<file path="src/hdl/vrlp_pkg.sv">
// ----------------------------------------------------------------------------
// vrlp_pkg
// Types, keyword table and character codes for the request line parser.
// ----------------------------------------------------------------------------
package vrlp_pkg;

	typedef enum logic [2:0] {
		KIND_UNDEF = 3'd0,
		KIND_BAD   = 3'd1,
		KIND_GET   = 3'd2,
		KIND_START = 3'd3,
		KIND_PAUSE = 3'd4,
		KIND_END   = 3'd5,
		KIND_ALIVE = 3'd6
	} req_kind_t;

	localparam int KW_COUNT  = 8;
	localparam int KW_MAXLEN = 13;

	localparam int KW_IDX_GET    = 0;
	localparam int KW_IDX_START  = 1;
	localparam int KW_IDX_PAUSE  = 2;
	localparam int KW_IDX_END    = 3;
	localparam int KW_IDX_ALIVE  = 4;
	localparam int KW_IDX_MINUS1 = 7;

	localparam logic [8*KW_MAXLEN-1:0] KW_TEXT [KW_COUNT] = '{
		"GET", "START", "PAUSE", "END", "ALIVE", "LISTEN_PORT", "FRAGMENT_SIZE", "-1"
	};

	localparam logic [3:0] KW_LEN [KW_COUNT] = '{
		4'd3, 4'd5, 4'd5, 4'd3, 4'd5, 4'd11, 4'd13, 4'd2
	};

	localparam logic [7:0] CHAR_SPACE = 8'h20;
	localparam logic [7:0] CHAR_LF    = 8'h0a;
	localparam logic [7:0] CHAR_CR    = 8'h0d;
	localparam logic [7:0] CHAR_ZERO  = 8'h30;
	localparam logic [7:0] CHAR_NINE  = 8'h39;

	localparam logic [30:0] NUM_MAX    = 31'h7fffffff;
	localparam logic [31:0] IMG_ABSENT = 32'hfffffffe;
	localparam logic [31:0] NUM_UNSET  = 32'hffffffff;

	// true when keyword k still agrees with character c at position idx
	function automatic logic kw_char_match(input int k, input logic [3:0] idx,
			input logic [7:0] c);
		int pos;
		logic ok;
		ok = 1'b0;
		if (idx < KW_LEN[k]) begin
			pos = int'(KW_LEN[k]) - 1 - int'(idx);
			ok = (KW_TEXT[k][pos*8 +: 8] == c);
		end
		return ok;
	endfunction

endpackage

</file>
<file path="src/hdl/video_request_line_parser.sv">
// ----------------------------------------------------------------------------
// video_request_line_parser
// Byte-wise parser of a streaming server request line into command fields.
// ----------------------------------------------------------------------------
// Request bytes enter on the input channel (byte_in, in_valid, in_stall), one
// transaction per byte. Words are split by space, CR and LF; word 0 is the
// command, word 1 the image number, word 3 the listen port and word 5 the
// fragment size. A request ends on the second LF of a separator run that did
// not close a word; one result transaction then leaves on the output channel
// (req_type, image_id, client_port, frag_size, out_valid, out_stall) and
// the parser starts over with the next byte.
// Throughput is one byte per cycle while in_stall is low: the parse state is
// updated by one short step (keyword compare, one multiply-by-ten and add)
// per byte. The final LF of a request first waits in the input register, and
// out_valid rises when the result register is loaded.
// Reset clears the parse state and both valid flags. While the receiver
// stalls a waiting result, bytes keep being parsed; only a byte that would
// end another request holds the input register, and in_stall rises.
// ----------------------------------------------------------------------------
module video_request_line_parser
	import vrlp_pkg::*;
(
	input  logic               clk,
	input  logic               arst_n,
	input  logic               in_valid,
	output logic               in_stall,
	input  logic [7:0]         byte_in,
	output logic               out_valid,
	input  logic               out_stall,
	output logic [2:0]         req_type,
	output logic signed [31:0] image_id,
	output logic signed [31:0] client_port,
	output logic signed [31:0] frag_size
);

	logic        valid_s1;
	logic [7:0]  byte_s1;

	logic        inside_q;
	logic [3:0]  wlen_q;
	logic [7:0]  cand_q;
	logic [30:0] num_q;
	logic        digits_q;
	logic [2:0]  fpos_q;
	logic [1:0]  nl_q;
	req_kind_t   kind_q;
	logic [31:0] image_q;
	logic [31:0] port_q;
	logic [31:0] frag_q;

	logic        out_valid_q;
	req_kind_t   req_type_q;
	logic [31:0] image_id_q;
	logic [31:0] client_port_q;
	logic [31:0] frag_size_q;

	logic        sep;
	logic        is_digit;
	logic        emit;
	logic        adv;
	logic [3:0]  wl_base;
	logic [7:0]  cand_base;
	logic [30:0] num_base;
	logic [7:0]  cand_next;
	logic [3:0]  wlen_next;
	logic [34:0] num_prod;
	logic [30:0] num_next;
	logic [7:0]  kw_hit;
	logic        num_ok;
	logic [31:0] num_val;
	req_kind_t   kw_kind;
	req_kind_t   emit_kind;

	assign sep      = (byte_s1 == CHAR_SPACE) || (byte_s1 == CHAR_LF) || (byte_s1 == CHAR_CR);
	assign is_digit = (byte_s1 >= CHAR_ZERO) && (byte_s1 <= CHAR_NINE);
	assign emit     = valid_s1 && sep && !inside_q && (byte_s1 == CHAR_LF) && (nl_q == 2'd1);
	assign adv      = !(out_valid_q && out_stall) || !emit;
	assign in_stall = valid_s1 && !adv;

	// word start values
	assign wl_base   = inside_q ? wlen_q : 4'd0;
	assign cand_base = inside_q ? cand_q : 8'hff;
	assign num_base  = inside_q ? num_q  : 31'd0;

	always_comb begin
		for (int k = 0; k < KW_COUNT; k++) begin
			cand_next[k] = cand_base[k] && kw_char_match(k, wl_base, byte_s1);
			kw_hit[k]    = cand_q[k] && (wlen_q == KW_LEN[k]);
		end
	end

	assign wlen_next = (wl_base == 4'd15) ? wl_base : wl_base + 4'd1;
	assign num_prod  = {1'b0, num_base, 3'b000} + {3'b000, num_base, 1'b0}
		+ {27'd0, byte_s1 - CHAR_ZERO};
	assign num_next  = (num_prod > {4'd0, NUM_MAX}) ? NUM_MAX : num_prod[30:0];

	assign num_ok  = kw_hit[KW_IDX_MINUS1] || digits_q;
	assign num_val = kw_hit[KW_IDX_MINUS1] ? NUM_UNSET : {1'b0, num_q};

	always_comb begin
		if (kw_hit[KW_IDX_GET])
			kw_kind = KIND_GET;
		else if (kw_hit[KW_IDX_START])
			kw_kind = KIND_START;
		else if (kw_hit[KW_IDX_PAUSE])
			kw_kind = KIND_PAUSE;
		else if (kw_hit[KW_IDX_END])
			kw_kind = KIND_END;
		else if (kw_hit[KW_IDX_ALIVE])
			kw_kind = KIND_ALIVE;
		else
			kw_kind = KIND_BAD;
	end

	assign emit_kind = (((kind_q == KIND_GET) || (kind_q == KIND_ALIVE))
		&& (image_q == IMG_ABSENT)) ? KIND_BAD : kind_q;

	// input register
	always_ff @(posedge clk or negedge arst_n) begin
		if (!arst_n) begin
			valid_s1 <= 1'b0;
		end else if (!in_stall) begin
			valid_s1 <= in_valid;
		end
	end

	always_ff @(posedge clk) begin
		if (in_valid && !in_stall) begin
			byte_s1 <= byte_in;
		end
	end

	// parse state
	always_ff @(posedge clk or negedge arst_n) begin
		if (!arst_n) begin
			inside_q <= 1'b0;
			wlen_q   <= 4'd0;
			cand_q   <= 8'hff;
			num_q    <= 31'd0;
			digits_q <= 1'b1;
			fpos_q   <= 3'd0;
			nl_q     <= 2'd0;
			kind_q   <= KIND_UNDEF;
			image_q  <= IMG_ABSENT;
			port_q   <= NUM_UNSET;
			frag_q   <= NUM_UNSET;
		end else if (valid_s1 && adv) begin
			if (inside_q && sep) begin
				inside_q <= 1'b0;
				unique case (fpos_q)
					3'd0: kind_q <= kw_kind;
					3'd1: image_q <= num_ok ? num_val : 32'd0;
					3'd3: begin
						if (num_ok)
							port_q <= num_val;
						else
							kind_q <= KIND_BAD;
					end
					3'd5: begin
						if (num_ok)
							frag_q <= num_val;
						else
							kind_q <= KIND_BAD;
					end
					default: ;
				endcase
				if (fpos_q != 3'd7)
					fpos_q <= fpos_q + 3'd1;
			end else if (!sep) begin
				if (!inside_q)
					nl_q <= 2'd0;
				inside_q <= 1'b1;
				wlen_q   <= wlen_next;
				cand_q   <= cand_next;
				num_q    <= is_digit ? num_next : num_base;
				digits_q <= (inside_q ? digits_q : 1'b1) && is_digit;
			end else if (emit) begin
				inside_q <= 1'b0;
				wlen_q   <= 4'd0;
				cand_q   <= 8'hff;
				num_q    <= 31'd0;
				digits_q <= 1'b1;
				fpos_q   <= 3'd0;
				nl_q     <= 2'd0;
				kind_q   <= KIND_UNDEF;
				image_q  <= IMG_ABSENT;
				port_q   <= NUM_UNSET;
				frag_q   <= NUM_UNSET;
			end else if (byte_s1 == CHAR_LF) begin
				nl_q <= nl_q + 2'd1;
			end
		end
	end

	// result register
	always_ff @(posedge clk or negedge arst_n) begin
		if (!arst_n) begin
			out_valid_q <= 1'b0;
		end else if (emit && adv) begin
			out_valid_q <= 1'b1;
		end else if (!out_stall) begin
			out_valid_q <= 1'b0;
		end
	end

	always_ff @(posedge clk) begin
		if (emit && adv) begin
			req_type_q    <= emit_kind;
			image_id_q    <= image_q;
			client_port_q <= port_q;
			frag_size_q   <= frag_q;
		end
	end

	assign out_valid   = out_valid_q;
	assign req_type    = req_type_q;
	assign image_id    = image_id_q;
	assign client_port = client_port_q;
	assign frag_size   = frag_size_q;

	// a waiting result is never overwritten
	a_no_overwrite: assert property (@(posedge clk) disable iff (!arst_n)
		(out_valid_q && out_stall && emit) |-> in_stall)
		else $error("result register overwritten while stalled");

	a_stall_needs_item: assert property (@(posedge clk) disable iff (!arst_n)
		in_stall |-> (valid_s1 && emit && out_valid_q))
		else $error("input stalled without a blocked result");

	a_undef_defaults: assert property (@(posedge clk) disable iff (!arst_n)
		(out_valid_q && (req_type_q == KIND_UNDEF)) |->
		((image_id_q == IMG_ABSENT) && (client_port_q == NUM_UNSET)
		&& (frag_size_q == NUM_UNSET)))
		else $error("empty request carries field values");

	a_get_has_image: assert property (@(posedge clk) disable iff (!arst_n)
		(out_valid_q && ((req_type_q == KIND_GET) || (req_type_q == KIND_ALIVE)))
		|-> (image_id_q != IMG_ABSENT))
		else $error("get or alive emitted without image number");

endmodule

</file>
<file path="config.mk">
export PLATFORM = sky130hd
export DESIGN_NAME = video_request_line_parser
export DESIGN_NICKNAME = d
export VERILOG_FILES = /design/src/hdl/vrlp_pkg.sv /design/src/hdl/video_request_line_parser.sv
export SDC_FILE = /design/constraint.sdc
export NUM_CORES = 1
export LEC_CHECK = 0
export BUFFER_PORTS_ARGS = -buffer_cell sky130_fd_sc_hd__clkbuf_2
export CAP_MARGIN = 20
export CORE_MARGIN = 2
export CORE_UTILIZATION = 60
export CTS_CLUSTER_SIZE = 12
export DETAILED_ROUTE_END_ITERATION = 8
export PLACE_DENSITY = 0.85
export SLEW_MARGIN = 10
export SYNTH_ARGS = -nofsm -noshare
export SYNTH_HDL_FRONTEND = slang
export SYNTH_SLANG_ARGS = --single-unit
</file>
<file path="constraint.sdc">
create_clock -name clk -period 15.75 [get_ports clk]
set_clock_uncertainty 0.2 [all_clocks]
set_input_delay 3.15 -clock clk [delete_from_list [all_inputs] [get_ports clk]]
set_output_delay 3.15 -clock clk [all_outputs]
set_load 0.05 [all_outputs]
</file>
==> impl_results.md, run 1 <==
* Die ar. at 23100 sq um
* Final setup vio count at 0
* Die X at 152 um
* Most frequent cells in the layout: 147 x nor2_1, 145 x a21oi_1, 129 x nand2_1
* Final Instance Count excl. Fillers at 1683
* Initial antenna violation count at 0
* Worst setup path startpoint: out_stall
* Vias per cell at 6.23
* Period minus WS final at 7120 ps
* Syn Nets at 1396
* Root buffer cell: clkbuf_16
* Most common cell after layout, fill and taps aside: nor2_1
* Via Count at 10500
* DP Wirelength at 22200 um
* Register area at 7070 sq um
* Area growth syn-to-layout at 11.8%
* Worst Path Max Fanout at 3
* Max-cap violations at 0
* Worst reg2reg setup slack at 10540 ps
* Hold buffers post-CTS at 0
* Fillers at 1505
* Num CTS Buffers at 26
* Worst Reg-to-Reg Cells at 14
* Mapped Cells at 1305
* Worst Hold Depth at 2
* Core area at 21700 sq um
* Synth Cell Area at 13200 sq um
* Layout cells sized above 1 at 0.198
* Min-delay worst type: reg -> reg
* H-tree depth at 1
* Hold Startpoint: image_q[27]$_DFFE_PN1P_
* Crit. End Element: primary output
* Crit path kind: in -> out
* Die height at 152 um
* Post-synth EDFFs at 107
* Port buffer count at 112
* # clock sinks at 256
* Netlist cell types at 71
* Slew Limit Fails at 0
* Setup TNS at 0 ps
* Total Routing Usage GR at 0.275
* Initial Utilization at 0.606
* I/O pin count at 113
* DR WL/cell at 19.2 um
* Starting DRT DRC Count at 782
* Synth warnings at 0
* Worst Path Required at 12400 ps
* WL final at 32300 um
* Worst r2r src: inside_q$_DFFE_PN0P_
* Cts repair resizes at 0
* Synth Register Bits at 256
* VDD IR max at 0.0634 mV
* Tcrit/Tclk final at 0.452
* Setup Buffers After CTS at 0
* Critical Path Start Type: primary input
* WP data arrival at 3770 ps
* Post-placement cell count at 1634
* Routed Antenna Nets at 0
* Nets at 1474
* Sequential share of the synthesized area at 0.537
* Pin count of the biggest net entering global routing at 109
* RSZ-0062 raised after global routing: false
* Reg2Reg Capture Point: num_q[30]$_DFFE_PN0P_
* Drt drc at 0
* Vias in the first global route at 10100
* First-pass GRT wire length at 52300 um
* CTS Buffer Depth at 3
* Area of the multi-input gates at 5660 sq um
* Worst-Margin Slew at 970 ps
* Routability cong. at 0.958
* Top_reg_cell synth: edfxtp_1
* Avg Cell Area, Syn at 10.1 sq um
* Fin. Hold Viols at 0
* Worst-Skew Late Latency at 530 ps
* Reg clk slew, reported paths at 60 ps
* Leak Pwr at 0.00607 uW
* Hold endpoint: image_q[27]$_DFFE_PN1P_
* Status: complete, no violations
* Fmax achieved at 0.140 GHz
* PD cells at 145 nW/um^2
* Async set-or-reset flop fraction in the synthesized netlist at 0.582
* Grt total ovfl at 0
* Number of diodes at 0
* Rel. slew slack at 0.349
* CTS tree: done
* 1st-pass router iterations at 5
* FP Rows at 54
## registers in the layout, indices dropped and copies added, names as in the netlist, 8 cells and up
register	cells
frag_size	32
frag_q	32
image_id	32
byte_s1	8
client_port	32
image_q	32
port_q	32
num_q	31
## worst max-delay path by stage
stage | slack, ps | to | cells past startpoint
floorplan | 7100 | client_port[0]$_DFFE_PP_ | 5
global placement | 8640 | in_stall | 4
detailed placement | 8640 | in_stall | 4
CTS | 8630 | in_stall | 4
global route | 8540 | in_stall | 4
finish | 8630 | in_stall | 4
## through the flow
step / total power, uW / util / setup WS [ps] / area, sq um / hold slack [ps]
CTS: 2120 / 0.677 / 8630 / 14700 / 287
global route: 2240 / 0.678 / 8540 / 14700 / 300
global placement: 1490 / 0.639 / 8640 / 13900 / 272
floorplan: 1370 / - / 7100 / 13200 / 247
finish: 2130 / 0.678 / 8630 / 14700 / 284
detailed placement: 1520 / 0.639 / 8640 / 13900 / 271
## kinds of logic after synthesis
kind of cell / Yosys count / share of synthesized area
XOR/XNOR: 37 / 0.0246
buffers and inverters: 111 / 0.0341
multiplexers: 6 / 0.00495
AO/OA/AOI/OAI: 376 / 0.167
adder cells (fa/ha/maj): 79 / 0.0786
flip-flops: 256 / 0.537
AND/OR/NAND/NOR: 440 / 0.153
## Yosys cell counts (all sizes together), types with 16 or more instances
| cell type | n | share of area |
|---|---|---|
| a21o | 17 | 0.0097 |
| a21oi | 145 | 0.055 |
| a31oi | 16 | 0.0076 |
| and2 | 32 | 0.015 |
| clkbuf | 62 | 0.018 |
| dfrtp | 47 | 0.089 |
| dfstp | 102 | 0.20 |
| edfxtp | 107 | 0.24 |
| ha | 73 | 0.069 |
| inv | 38 | 0.011 |
| nand2 | 129 | 0.037 |
| nand3 | 25 | 0.0095 |
| nand4 | 16 | 0.0076 |
| nor2 | 150 | 0.043 |
| nor3 | 38 | 0.014 |
| o21ai | 125 | 0.048 |
| xnor2 | 26 | 0.017 |
## critical path, cell delays in order
cell	delay, ps
clkbuf_2	70
nand2_1	70
nor2_1	160
clkbuf_2	310
## area by class of cell
type                       instances  area share
clock buffer                      46      0.0536
clock inverter                     2     0.00247
inverter                          38     0.00970
multi-input combinational        938       0.385
sequential                       256       0.481
tap                              280      0.0238
timing repair buffer             123      0.0450
## metal layers
metal  wire, um  track usage  part of all wire
met1      13500        0.379              0.42
met2      15300        0.446              0.47
met3       2420       0.0448             0.075
met4       1140       0.0961             0.035
met5          0            0                 0
## power breakdown
group	leakage, uW	switching (uW)	internal [uW]
logic	0.00312	414	244
clock network	0.000397	242	353
registers	0.00255	75.9	802
(Power assumes the default switching activity.)
==> run 2: changes to the inputs <==
clock period = 6.8 ns   (was 15.75 ns; I/O delays follow)
==> impl_results.md, run 2 (synthesis results as in run 1) <==
* Critical Path Start Type: register (was primary input)
* Pin count of the biggest net entering global routing at 94 (was 109)
* Via Count at 10500 (about the same)
* Setup TNS at 0 ps (unchanged)
* Vias in the first global route at 10200 (was 10100)
* Hold buffers post-CTS at 0 (unchanged)
* Root buffer cell: clkbuf_16 (unchanged)
* Worst path cell trace: inv_1, ha_1, inv_1, fa_1, inv_1, ha_1, o2111ai_1, and3b_1, o311ai_1, and2_1, a311o_2, o2111ai_4, a211o_1, a32o_1 (was clkbuf_2, nand2_1, nor2_1, clkbuf_2)
* Crit-path slowest cell: edfxtp_1 (was clkbuf_2)
* Post-placement cell count at 1635 (was 1634)
* Cts repair resizes at 0 (unchanged)
* Crit path depth at 14 (was 4)
* Clk network pwr share at 0.274 (was 0.279)
* Num CTS Buffers at 26 (unchanged)
* Post-route setup slack at 2020 ps (was 8630 ps)
* CTS Buffer Depth at 3 (unchanged)
* Psw at 1720 uW (was 732 uW)
* Min-delay worst type: reg -> reg (unchanged)
* Setup Buffers After CTS at 0 (unchanged)
* Number of diodes at 0 (unchanged)
* Total Routing Usage GR at 0.278 (was 0.275)
* RSZ-0062 raised after global routing: false (unchanged)
* Fin. Hold Viols at 0 (unchanged)
* # clock sinks at 256 (unchanged)
* Crit path kind: reg -> reg (was in -> out)
* Kind of cell adding the most delay to the critical path: compound AO/OA/AOI/OAI gates (was buffers and inverters)
* Die X at 152 um (unchanged)
* First-pass GRT wire length at 52800 um (was 52300 um)
* Initial antenna violation count at 0 (unchanged)
* WP data arrival at 5000 ps (was 3770 ps)
* Buffers plus inverters on the worst setup path at 3 (was 2)
* Internal power at 3200 uW (was 1400 uW)
* Most frequent CP cell: inv_1 (was clkbuf_2)
* Nets at 1475 (was 1474)
* Worst-Skew Late Latency at 540 ps (was 530 ps)
* Core area at 21700 sq um (unchanged)
* Crit. End Element: register (was primary output)
* Die height at 152 um (unchanged)
* Die ar. at 23100 sq um (unchanged)
* Final Instance Count excl. Fillers at 1684 (was 1683)
* Most frequent cells in the layout: 147 x nor2_1, 145 x a21oi_1, 129 x nand2_1 (unchanged)
* Reg clk slew, reported paths at 60 ps (about the same)
* H-tree depth at 1 (unchanged)
* Worst-Margin Slew at 896 ps (was 970 ps)
* CTS tree: done (unchanged)
* Starting DRT DRC Count at 1034 (was 782)
* DP Wirelength at 22300 um (was 22200 um)
* Sw frac at 0.350 (was 0.343)
* Rel. slew slack at 0.387 (was 0.349)
* VDD IR max at 0.172 mV (was 0.0634 mV)
* Grt total ovfl at 0 (unchanged)
* Final setup vio count at 0 (unchanged)
* Pre-CTS WS at 2140 ps (was 8640 ps)
* I/O pin count at 113 (unchanged)
* Leak Pwr at 0.00607 uW (about the same)
* 1st-pass router iterations at 6 (was 5)
* Most common cell after layout, fill and taps aside: nor2_1 (unchanged)
* Routed Antenna Nets at 0 (unchanged)
* Layout cells sized above 1 at 0.199 (was 0.198)
* Routability cong. at 0.982 (was 0.958)
* Area of the multi-input gates at 5660 sq um (unchanged)
* Seq pwr share at 0.415 (was 0.412)
* Area growth syn-to-layout at 11.8% (about the same)
* Fmax achieved at 0.209 GHz
* Worst Path Required at 7020 ps (was 12400 ps)
* Tcrit/Tclk final at 0.703
* Status: complete, no violations (unchanged)
* Slowest stage delay, CP at 520 ps (was 310 ps)
* Combinational power share at 0.311 (was 0.309)
* Initial Utilization at 0.606 (unchanged)
* Worst Hold Depth at 2 (unchanged)
* Vias per cell at 6.24 (was 6.23)
* Post-layout util at 0.678 (about the same)
* Drt drc at 0 (unchanged)
* Fillers at 1569 (was 1505)
* Worst Reg-to-Reg Cells at 14 (unchanged)
* FP Rows at 54 (unchanged)
* Worst Path Max Fanout at 26 (was 3)
* WL final at 32400 um (was 32300 um)
* Period minus WS final at 4780 ps
* Max-cap violations at 0 (unchanged)
* Register area at 7070 sq um (unchanged)
* DR WL/cell at 19.3 um (was 19.2 um)
* Port buffer count at 112 (unchanged)
* PD cells at 334 nW/um^2 (was 145 nW/um^2)
* Slew Limit Fails at 0 (unchanged)
==> run 2: cell count changes in the layout (fill, tap and decap cells not counted) <==
cell / delta
bufinv_16: -1
clkbuf_8: +1
inv_6: +1
clkinv_8: +1
inv_4: -1
clkbuf_16: -1
buf_12: +1
==> run 2: worst reg2reg max path: stages (launching register included) <==
cell	delay (ps)
edfxtp_1	520
inv_1	200
ha_1	320
inv_1	50
fa_1	470
inv_1	50
ha_1	330
o2111ai_1	130
and3b_1	270
o311ai_1	470
and2_1	250
a311o_2	310
o2111ai_4	440
a211o_1	400
a32o_1	270
==> run 2: cell type report <==
class,count,area share
Clock inverter,2,0.00170
Tap cell,280,0.0238
Sequential cell,256,0.481
Inverter,38,0.00970
Clock buffer,46,0.0528
Timing Repair Buffer,124,0.0464
Multi-Input combinational cell,938,0.385
==> run 2: path summary, 6_finish.rpt <==
path	startpoint	endpoint	slack, ps
max in group asynchronous	arst_n	kind_q[2]$_DFFE_PN0P_	4450
hold reg to reg	image_q[7]$_DFFE_PN1P_	image_q[7]$_DFFE_PN1P_	300
setup / recovery	byte_s1[4]$_DFFE_PP_	num_q[30]$_DFFE_PN0P_	2020
setup reg to reg	byte_s1[4]$_DFFE_PP_	num_q[30]$_DFFE_PN0P_	2020
hold / removal	image_q[7]$_DFFE_PN1P_	image_q[7]$_DFFE_PN1P_	300
min in group asynchronous	arst_n	num_q[20]$_DFFE_PN0P_	720
==> run 2: metrics by stage <==
| step | hold WS [ps] | instance area, sq um | power, uW |
|---|---|---|---|
| global placement | 275 | 13900 | 3480 |
| CTS | 296 | 14700 | 4890 |
| global route | 316 | 14700 | 5180 |
| detailed placement | 284 | 13900 | 3540 |
| floorplan | 247 | 13200 | 3170 |
| finish | 296 | 14700 | 4920 |
==> run 2: layer usage <==
| metal | global-route usage | up-vias | share of wire |
|---|---|---|---|
| li1 | - | 4841 | - |
| met4 | 0.0979 | 0 | 0.032 |
| met1 | 0.396 | 5027 | 0.41 |
| met5 | 0 | - | 0 |
| met2 | 0.441 | 553 | 0.47 |
| met3 | 0.0416 | 86 | 0.088 |
==> run 2: power groups by stage <==
stage | Sequential, uW | Combinational, uW | Clock, uW
global placement | 2040 | 1440 | 0
global route | 2060 | 1700 | 1420
finish | 2040 | 1530 | 1350
floorplan | 1980 | 1190 | 0
CTS | 2030 | 1500 | 1360
detailed placement | 2060 | 1480 | 0
